`src/rtl/unicode_code_point_transcoder_top_assert.svh`:
```
// ----------------------------------------------------------------------------
// Assertion macros for the transcoder
// Implication checks, sampled on the rising clock, off during reset.
// ----------------------------------------------------------------------------
`ifndef UNICODE_CODE_POINT_TRANSCODER_TOP_ASSERT_SVH
`define UNICODE_CODE_POINT_TRANSCODER_TOP_ASSERT_SVH

// same-cycle implication
`define UTC_ASSERT_SAME(label, clock, resetn, cond, check, msg) \
    label: assert property (@(posedge clock) disable iff (!resetn) \
        (cond) |-> (check)) else $error(msg);

// next-cycle implication
`define UTC_ASSERT_NEXT(label, clock, resetn, cond, check, msg) \
    label: assert property (@(posedge clock) disable iff (!resetn) \
        (cond) |=> (check)) else $error(msg);

`endif

```
`src/rtl/utc_pkg.sv`:
```
// ----------------------------------------------------------------------------
// utc_pkg
// Shared types and codes of the code point transcoder.
// ----------------------------------------------------------------------------
`default_nettype none

package utc_pkg;

    localparam int MODE_W      = 2;
    localparam int CP_W        = 21;
    localparam int IN_TDATA_W  = 88;
    localparam int OUT_TDATA_W = 96;

    localparam logic [MODE_W-1:0] MODE_ENCODE = 2'd0;
    localparam logic [MODE_W-1:0] MODE_UTF8   = 2'd1;
    localparam logic [MODE_W-1:0] MODE_UTF16  = 2'd2;

    typedef struct packed {
        logic [MODE_W-1:0] mode;
        logic [CP_W-1:0]   code_point;
        logic [7:0]        byte0;
        logic [7:0]        byte1;
        logic [7:0]        byte2;
        logic [7:0]        byte3;
        logic [15:0]       half0;
        logic [15:0]       half1;
    } in_item_t;

    typedef struct packed {
        logic [CP_W-1:0] scalar;
        logic [2:0]      consumed;
        logic [7:0]      out8_0;
        logic [7:0]      out8_1;
        logic [7:0]      out8_2;
        logic [7:0]      out8_3;
        logic [2:0]      out8_count;
        logic [15:0]     out16_0;
        logic [15:0]     out16_1;
        logic [1:0]      out16_count;
    } out_item_t;

endpackage

`default_nettype wire

```
`src/rtl/unicode_code_point_transcoder_top.sv`:
```
// m_axis_tvalid rises once an accepted item has passed the input register and then the result register.
// Throughput: one item per cycle while m_axis_tready is high, set by the two-stage register pipeline.
// s_axis_tready follows m_axis_tready combinationally through both stages.
// Reset: rst_n clears both stage valid flags; no item is held after reset.
// ----------------------------------------------------------------------------
// unicode_code_point_transcoder_top
// Streaming character transcoder between UTF-32, UTF-8 and UTF-16.
// ----------------------------------------------------------------------------
`default_nettype none

module unicode_code_point_transcoder_top
(
    input  logic                              clk,
    input  logic                              rst_n,
    input  logic                              s_axis_tvalid,
    output logic                              s_axis_tready,
    // code_point[20:0], byte0..byte3[52:21], half0[68:53], half1[84:69], zero pad
    input  logic [utc_pkg::IN_TDATA_W-1:0]    s_axis_tdata,
    // mode[1:0]
    input  logic [utc_pkg::MODE_W-1:0]        s_axis_tuser,
    output logic                              m_axis_tvalid,
    input  logic                              m_axis_tready,
    // scalar[20:0], consumed[23:21], out8_0..out8_3[55:24], out8_count[58:56],
    // out16_0[74:59], out16_1[90:75], out16_count[92:91], zero pad
    output logic [utc_pkg::OUT_TDATA_W-1:0]   m_axis_tdata
);

    utc_pkg::in_item_t  in_item_reg;
    utc_pkg::out_item_t res_reg;
    utc_pkg::out_item_t res_next;
    logic               in_valid_reg;
    logic               in_valid_next;
    logic               out_valid_reg;
    logic               out_valid_next;
    logic               out_adv;
    logic               in_acc;

    assign out_adv       = !out_valid_reg || m_axis_tready;
    assign s_axis_tready = !in_valid_reg || out_adv;
    assign in_acc        = s_axis_tvalid && s_axis_tready;

    always_comb
    begin
        in_valid_next  = s_axis_tready ? s_axis_tvalid : in_valid_reg;
        out_valid_next = out_adv ? in_valid_reg : out_valid_reg;
    end

    always_ff @(posedge clk or negedge rst_n)
    begin
        if (!rst_n)
        begin
            in_valid_reg  <= 1'b0;
            out_valid_reg <= 1'b0;
        end
        else
        begin
            in_valid_reg  <= in_valid_next;
            out_valid_reg <= out_valid_next;
        end
    end

    always_ff @(posedge clk)
    begin
        if (in_acc)
        begin
            in_item_reg.mode       <= s_axis_tuser;
            in_item_reg.code_point <= s_axis_tdata[20:0];
            in_item_reg.byte0      <= s_axis_tdata[28:21];
            in_item_reg.byte1      <= s_axis_tdata[36:29];
            in_item_reg.byte2      <= s_axis_tdata[44:37];
            in_item_reg.byte3      <= s_axis_tdata[52:45];
            in_item_reg.half0      <= s_axis_tdata[68:53];
            in_item_reg.half1      <= s_axis_tdata[84:69];
        end
        if (out_adv && in_valid_reg)
        begin
            res_reg <= res_next;
        end
    end

    utc_codec u_codec
    (
        .item   (in_item_reg),
        .result (res_next)
    );

    assign m_axis_tvalid = out_valid_reg;
    assign m_axis_tdata  = {3'b000,
                            res_reg.out16_count,
                            res_reg.out16_1,
                            res_reg.out16_0,
                            res_reg.out8_count,
                            res_reg.out8_3,
                            res_reg.out8_2,
                            res_reg.out8_1,
                            res_reg.out8_0,
                            res_reg.consumed,
                            res_reg.scalar};

`include "unicode_code_point_transcoder_top_assert.svh"

    `UTC_ASSERT_NEXT(a_in_hold, clk, rst_n, in_valid_reg && !out_adv, in_valid_reg,
        "input stage dropped an item under stall")
    `UTC_ASSERT_NEXT(a_in_load, clk, rst_n, in_acc, in_valid_reg,
        "accepted item not held in input stage")
    `UTC_ASSERT_NEXT(a_move, clk, rst_n, in_valid_reg && out_adv, out_valid_reg,
        "item did not reach result register")
    `UTC_ASSERT_SAME(a_invalid_zero, clk, rst_n,
        out_valid_reg && res_reg.consumed == 3'd0,
        res_reg.scalar == '0 && res_reg.out8_count == 3'd0 && res_reg.out16_count == 2'd0,
        "invalid sequence result not all zero")
    `UTC_ASSERT_SAME(a_valid_units, clk, rst_n,
        out_valid_reg && res_reg.consumed != 3'd0,
        res_reg.out8_count != 3'd0 && res_reg.out16_count != 2'd0,
        "decoded result without output units")

endmodule

`default_nettype wire

```
`src/rtl/utc_codec.sv`:
```
// ----------------------------------------------------------------------------
// utc_codec
// Combinational UTF-8 / UTF-16 / UTF-32 conversion of one character.
// ----------------------------------------------------------------------------
`default_nettype none

module utc_codec
(
    input  utc_pkg::in_item_t  item,
    output utc_pkg::out_item_t result
);

    typedef struct packed {
        logic [7:0] b0;
        logic [7:0] b1;
        logic [7:0] b2;
        logic [7:0] b3;
        logic [2:0] count;
    } utf8_enc_t;

    typedef struct packed {
        logic [15:0] u0;
        logic [15:0] u1;
        logic [1:0]  count;
    } utf16_enc_t;

    function automatic utf8_enc_t enc_utf8(input logic [utc_pkg::CP_W-1:0] cp);
        utf8_enc_t e;
        e = '0;
        if (cp > 21'h00FFFF)
        begin
            e.b0    = {5'b11110, cp[20:18]};
            e.b1    = {2'b10, cp[17:12]};
            e.b2    = {2'b10, cp[11:6]};
            e.b3    = {2'b10, cp[5:0]};
            e.count = 3'd4;
        end
        else if (cp > 21'h0007FF)
        begin
            e.b0    = {4'b1110, cp[15:12]};
            e.b1    = {2'b10, cp[11:6]};
            e.b2    = {2'b10, cp[5:0]};
            e.count = 3'd3;
        end
        else if (cp > 21'h00007F)
        begin
            e.b0    = {3'b110, cp[10:6]};
            e.b1    = {2'b10, cp[5:0]};
            e.count = 3'd2;
        end
        else
        begin
            e.b0    = {1'b0, cp[6:0]};
            e.count = 3'd1;
        end
        return e;
    endfunction

    function automatic utf16_enc_t enc_utf16(input logic [utc_pkg::CP_W-1:0] cp);
        utf16_enc_t              e;
        logic [utc_pkg::CP_W-1:0] v;
        e = '0;
        v = cp - 21'h010000;
        if (cp > 21'h00FFFF)
        begin
            e.u0    = 16'hD800 + {5'b0, v[20:10]};
            e.u1    = 16'hDC00 + {6'b0, v[9:0]};
            e.count = 2'd2;
        end
        else
        begin
            e.u0    = cp[15:0];
            e.count = 2'd1;
        end
        return e;
    endfunction

    function automatic logic is_cont(input logic [7:0] b);
        return b[7:6] == 2'b10;
    endfunction

    utf8_enc_t                e8;
    utf16_enc_t               e16;
    logic [utc_pkg::CP_W-1:0] s;
    logic [2:0]               n;

    always_comb
    begin
        result = '0;
        s      = '0;
        n      = 3'd0;
        e8     = '0;
        e16    = '0;
        case (item.mode)
            utc_pkg::MODE_ENCODE:
            begin
                e8                 = enc_utf8(item.code_point);
                e16                = enc_utf16(item.code_point);
                result.scalar      = item.code_point;
                result.consumed    = 3'd1;
                result.out8_0      = e8.b0;
                result.out8_1      = e8.b1;
                result.out8_2      = e8.b2;
                result.out8_3      = e8.b3;
                result.out8_count  = e8.count;
                result.out16_0     = e16.u0;
                result.out16_1     = e16.u1;
                result.out16_count = e16.count;
            end
            utc_pkg::MODE_UTF8:
            begin
                if (item.byte0[7:3] == 5'b11110)
                begin
                    if (is_cont(item.byte1) && is_cont(item.byte2) && is_cont(item.byte3))
                    begin
                        s = {item.byte0[2:0], item.byte1[5:0], item.byte2[5:0],
                             item.byte3[5:0]};
                        n = 3'd4;
                    end
                end
                else if (item.byte0[7:4] == 4'b1110)
                begin
                    if (is_cont(item.byte1) && is_cont(item.byte2))
                    begin
                        s = {5'b0, item.byte0[3:0], item.byte1[5:0], item.byte2[5:0]};
                        n = 3'd3;
                    end
                end
                else if (item.byte0[7:5] == 3'b110)
                begin
                    if (is_cont(item.byte1))
                    begin
                        s = {10'b0, item.byte0[4:0], item.byte1[5:0]};
                        n = 3'd2;
                    end
                end
                else
                begin
                    s = {13'b0, item.byte0};
                    n = 3'd1;
                end
                if (n != 3'd0)
                begin
                    e16                = enc_utf16(s);
                    result.scalar      = s;
                    result.consumed    = n;
                    result.out8_0      = item.byte0;
                    result.out8_1      = (n > 3'd1) ? item.byte1 : 8'h00;
                    result.out8_2      = (n > 3'd2) ? item.byte2 : 8'h00;
                    result.out8_3      = (n > 3'd3) ? item.byte3 : 8'h00;
                    result.out8_count  = n;
                    result.out16_0     = e16.u0;
                    result.out16_1     = e16.u1;
                    result.out16_count = e16.count;
                end
            end
            utc_pkg::MODE_UTF16:
            begin
                if (item.half0[15:10] == 6'b110110)
                begin
                    if (item.half1[15:10] == 6'b110111)
                    begin
                        s = {1'b0, item.half0[9:0], item.half1[9:0]} + 21'h010000;
                        n = 3'd2;
                    end
                end
                else
                begin
                    s = {5'b0, item.half0};
                    n = 3'd1;
                end
                if (n != 3'd0)
                begin
                    e8                 = enc_utf8(s);
                    e16                = enc_utf16(s);
                    result.scalar      = s;
                    result.consumed    = n;
                    result.out8_0      = e8.b0;
                    result.out8_1      = e8.b1;
                    result.out8_2      = e8.b2;
                    result.out8_3      = e8.b3;
                    result.out8_count  = e8.count;
                    result.out16_0     = e16.u0;
                    result.out16_1     = e16.u1;
                    result.out16_count = e16.count;
                end
            end
            default:
            begin
                result = '0;
            end
        endcase
    end

endmodule

`default_nettype wire
```
`config.mk`:
```
export PLATFORM = sky130hd
export DESIGN_NAME = unicode_code_point_transcoder_top
export DESIGN_NICKNAME = d
export VERILOG_FILES = /design/src/rtl/utc_pkg.sv /design/src/rtl/unicode_code_point_transcoder_top.sv /design/src/rtl/utc_codec.sv
export VERILOG_INCLUDE_DIRS = /design/src /design/src/rtl
export SDC_FILE = /design/constraint.sdc
export NUM_CORES = 1
export LEC_CHECK = 0
export BUFFER_PORTS_ARGS = -buffer_cell sky130_fd_sc_hd__buf_4
export CORE_MARGIN = 3
export CORE_UTILIZATION = 50
export DETAILED_ROUTE_END_ITERATION = 10
export PLACE_DENSITY = 0.77
export SETUP_SLACK_MARGIN = 0.02
export SLEW_MARGIN = 20
export SYNTH_ARGS = -nofsm -noshare
export SYNTH_HDL_FRONTEND = slang
export SYNTH_SLANG_ARGS = --single-unit
export TNS_END_PERCENT = 5
```
`constraint.sdc`:
```
create_clock -name clk -period 3.3 [get_ports clk]
set_input_delay 0.66 -clock clk [delete_from_list [all_inputs] [get_ports clk]]
set_output_delay 0.66 -clock clk [all_outputs]
set_load 0.01 [all_outputs]
```
==> impl_results.md <==
* Status: completed
* Hold path depth at 1
* WL/cell at 26.1 µm
* Final worst path period need at 3220 ps
* Fillers at 1,283
* RePlAce Congestion at 1.07
* Slowest stage cell, crit path: edfxtp_1
* Leak at 4.90 nW
* Antenna Cells at 0
* HPWL after DPL at 27,600 µm
* Total chip power at 5.70 mW
* Reg2Reg Depth at 11
* R2r setup slk at 80 ps
* Final wirelength at 35,200 µm
* Hold_ws at 392 ps
* Initial antenna violation count at 1
* Port Buffers at 184
* Detailed-route via count at 8,639
* Number of synthesized register bits at 176
* CTS tree: done
* Die Y at 141 µm
* Worst-path cell chain: ha_1, nor2b_1, nor2b_1, nand3b_1, nand2_2, mux2i_1, buf_4, nor2_4, nand2_2, o221a_2, o21ai_0
* Synthesized cell area at 9180 µm²
* Syn Area/Cell at 11.2 µm²
* CTS clk-pin slew, worst paths at 80 ps
* Vias in the first global route at 7,988
* Post-Synthesis Cells at 822
* Hold Violations, Final at 0
* Layout cells sized above 1 at 34.0%
* Worst Hold Class: in -> reg
* RSZ-0062 raised after global routing: yes
* Min-Delay Endpoint: in_item_reg[18]
* RR Startpoint: in_item_reg[23]
* Min-delay src: s_axis_tdata[55]
* Via density at 6.42
* Worst-path fanout max at 8
* Clock root cell: clkbuf_16
* 1st-pass router iterations at 6
* Clock buffer depth at 2
* Kind of critical path: reg -> reg
* Number of synthesized flops with an enable pin at 174
* CTS Sinks at 176
* Top FF cell, synth: edfxtp_1
* Slew Viols, Final at 0
* # DRC at 0
* Layout Skew at 16.2 ps
* CP Launch Type: register
* Register area share after synthesis at 57.5%
* Initial Util at 52.0%
* Max-slew headroom at 51.8%
* Antenna viol nets, final at 0
* Yosys Warn Count at 0
* First-pass GRT wire length at 50,700 µm
* Area grow syn2layout at 33.8%
* Max_cap viols at 0
* Critical path endpoint category: register
* Non-Filler Instances at 1,345
* Post-Place Cells at 1,303
* Synth cell types at 76
* First DRT Iteration DRCs at 1,154
* Final Setup Violations at 0
* FF-to-FF End: m_axis_tdata[36]
* Crit share post-route at 97.7%
* Core ar. at 17,700 µm²
* Highest Clock Rate at 0.310 GHz
* Num CTS Buffers at 17
* Tot GR Track Use at 34.6%
* Worst stage delay on the critical path at 500 ps
* Critical Path RT at 3510 ps
* Io pins at 192
* Worst Tran Pin Value at 723 ps
* Chip width at 141 µm
* Asr flop ratio synth at 1.14%
* Layout Nets at 1,205
* Rows at 48
* Largest net degree at the start of global routing at 48
* Pwr/cell area at 464 nW/µm²
* GRT Residual Overflow at 0
* Worst IR drop on VDD at 366 µV
* Worst skew pair latency at 440 ps
* H-Tree Depth at 4
* Die ar. at 20,000 µm²
* WP data arrival at 3440 ps
[timing repair]
action	CTS	global route
hold endpoints to repair	2	0
gates resized for setup	1	9
setup buffers	1	8
setup endpoints to repair	1	39
hold buffers	1	0
pin swaps	0	6
[layout make-up]
| cell class | count | area (µm²) | share of cell area, % |
|---|---|---|---|
| flip-flops and latches | 176 | 5280 | 43.0 |
| multi-input cells | 582 | 3650 | 29.7 |
| repair buffers | 317 | 2450 | 20.0 |
| clock buffers | 17 | 425 | 3.46 |
| well taps | 225 | 282 | 2.29 |
| inverters | 13 | 48.8 | 0.397 |
| clock inverters | 15 | 148 | 1.20 |
[layer usage]
metal	track usage [%]	routed length [µm]
met1	49.8	14200
met2	51.7	15400
met3	9.54	4500
met4	10.5	1000
met5	0	13
[worst max path at each step]
stage / startpoint / end / slack (ps) / cells after the start
after floorplan: in_item_reg[26] / m_axis_tdata[33] / 30 / 13
after global placement: in_item_reg[26] / m_axis_tdata[33] / 70 / 12
after detailed placement: in_item_reg[29] / m_axis_tdata[36] / -4 / 11
after CTS: in_item_reg[29] / m_axis_tdata[36] / 50 / 12
after global routing: in_item_reg[26] / m_axis_tdata[37] / 10 / 11
final: in_item_reg[23] / m_axis_tdata[36] / 80 / 11
[where the power goes]
part | total (mW) | switching (mW) | internal, mW | leakage, nW
clock | 1.96 | 0.959 | 1.00 | 0.275
combinational | 0.948 | 0.532 | 0.415 | 2.91
sequential | 2.79 | 0.114 | 2.67 | 1.72
[critical path: cells and delay by family (launching register included)]
| kind | cells | cell delay (ps) |
|---|---|---|
| and+or+nand+nor | 6 | 1260 |
| AOI/OAI and AO/OA | 2 | 600 |
| DFF | 1 | 500 |
| adders and majority gates | 1 | 350 |
| buffers and inverters | 1 | 170 |
| muxes | 1 | 110 |
[metrics by stage]
stage | setup WS [ps] | instance area, µm² | TNS, ps | utilization [%]
floorplan | 31.3 | 9210 | 0 | -
global placement | 70.6 | 11600 | 0 | 65.6
detailed placement | -4.28 | 11600 | -4.28 | 65.6
CTS | 48.5 | 12200 | 0 | 69.0
global route | 13.3 | 12300 | 0 | 69.5
finish | 75.8 | 12300 | 0 | 69.5
[layout by cell type (no fill, tap or decap), drive strengths merged, types with 4 or more instances in the layout]
cell    count
buf       315
edfxtp    174
nand2      91
a21oi      61
nor2       55
o21ai      52
nand3      27
inv        21
nor3       19
a22oi      18
clkbuf     18
nand2b     17
mux2i      17
nor2b      15
o221ai     14
o211ai     13
a221o      12
o22ai      10
a31oi      10
a22o       10
a32oi      10
and3       10
nand3b      8
nand4       8
conb        7
and2        7
nor3b       5
a211oi      5
a21boi      5
mux2        5
a32o        4
xor2        4
a21o        4
xnor2       4
ha          4
clkinv      4
[cells in the mapped netlist, drive strengths merged, types with 4 or more instances]
| cell | number | area (µm²) |
|---|---|---|
| a32o | 4 | 40.0 |
| a21boi | 5 | 37.5 |
| xor2 | 4 | 35.0 |
| a21oi | 61 | 305 |
| a22o | 10 | 87.6 |
| a31oi | 10 | 62.6 |
| edfxtp | 174 | 5230 |
| nand3b | 8 | 60.1 |
| buf | 28 | 185 |
| nand2 | 91 | 347 |
| o221ai | 14 | 123 |
| nand4 | 8 | 50.1 |
| a32oi | 10 | 87.6 |
| o211ai | 13 | 97.6 |
| nor2 | 55 | 209 |
| ha | 4 | 50.1 |
| clkbuf | 29 | 109 |
| inv | 13 | 48.8 |
| nor3 | 19 | 100 |
| nand2b | 17 | 106 |
| o21ai | 52 | 260 |
| a22oi | 18 | 135 |
| mux2 | 5 | 63.8 |
| o22ai | 10 | 62.6 |
| xnor2 | 4 | 35.0 |
| a221o | 12 | 120 |
| nor3b | 5 | 37.5 |
| a21o | 4 | 30.0 |
| nand3 | 27 | 135 |
| mux2i | 17 | 170 |
| and3 | 10 | 62.6 |
| and2 | 7 | 43.8 |
| a211oi | 5 | 37.5 |
| nor2b | 15 | 93.8 |
[logic make-up (layout without fill, tap and decap cells)]
family | Yosys count | count (layout) | share of synthesized area, %
AO/OA/AOI/OAI | 257 | 257 | 19.0
XOR/XNOR | 8 | 8 | 0.763
adder cells (fa/ha/maj) | 4 | 4 | 0.545
buffers and inverters | 70 | 362 | 3.74
flip-flops | 176 | 176 | 57.5
multiplexers | 22 | 22 | 2.55
other | 1 | 7 | 0.0409
AND/OR/NAND/NOR | 284 | 284 | 15.9
Power figures use the tool's default switching activity.
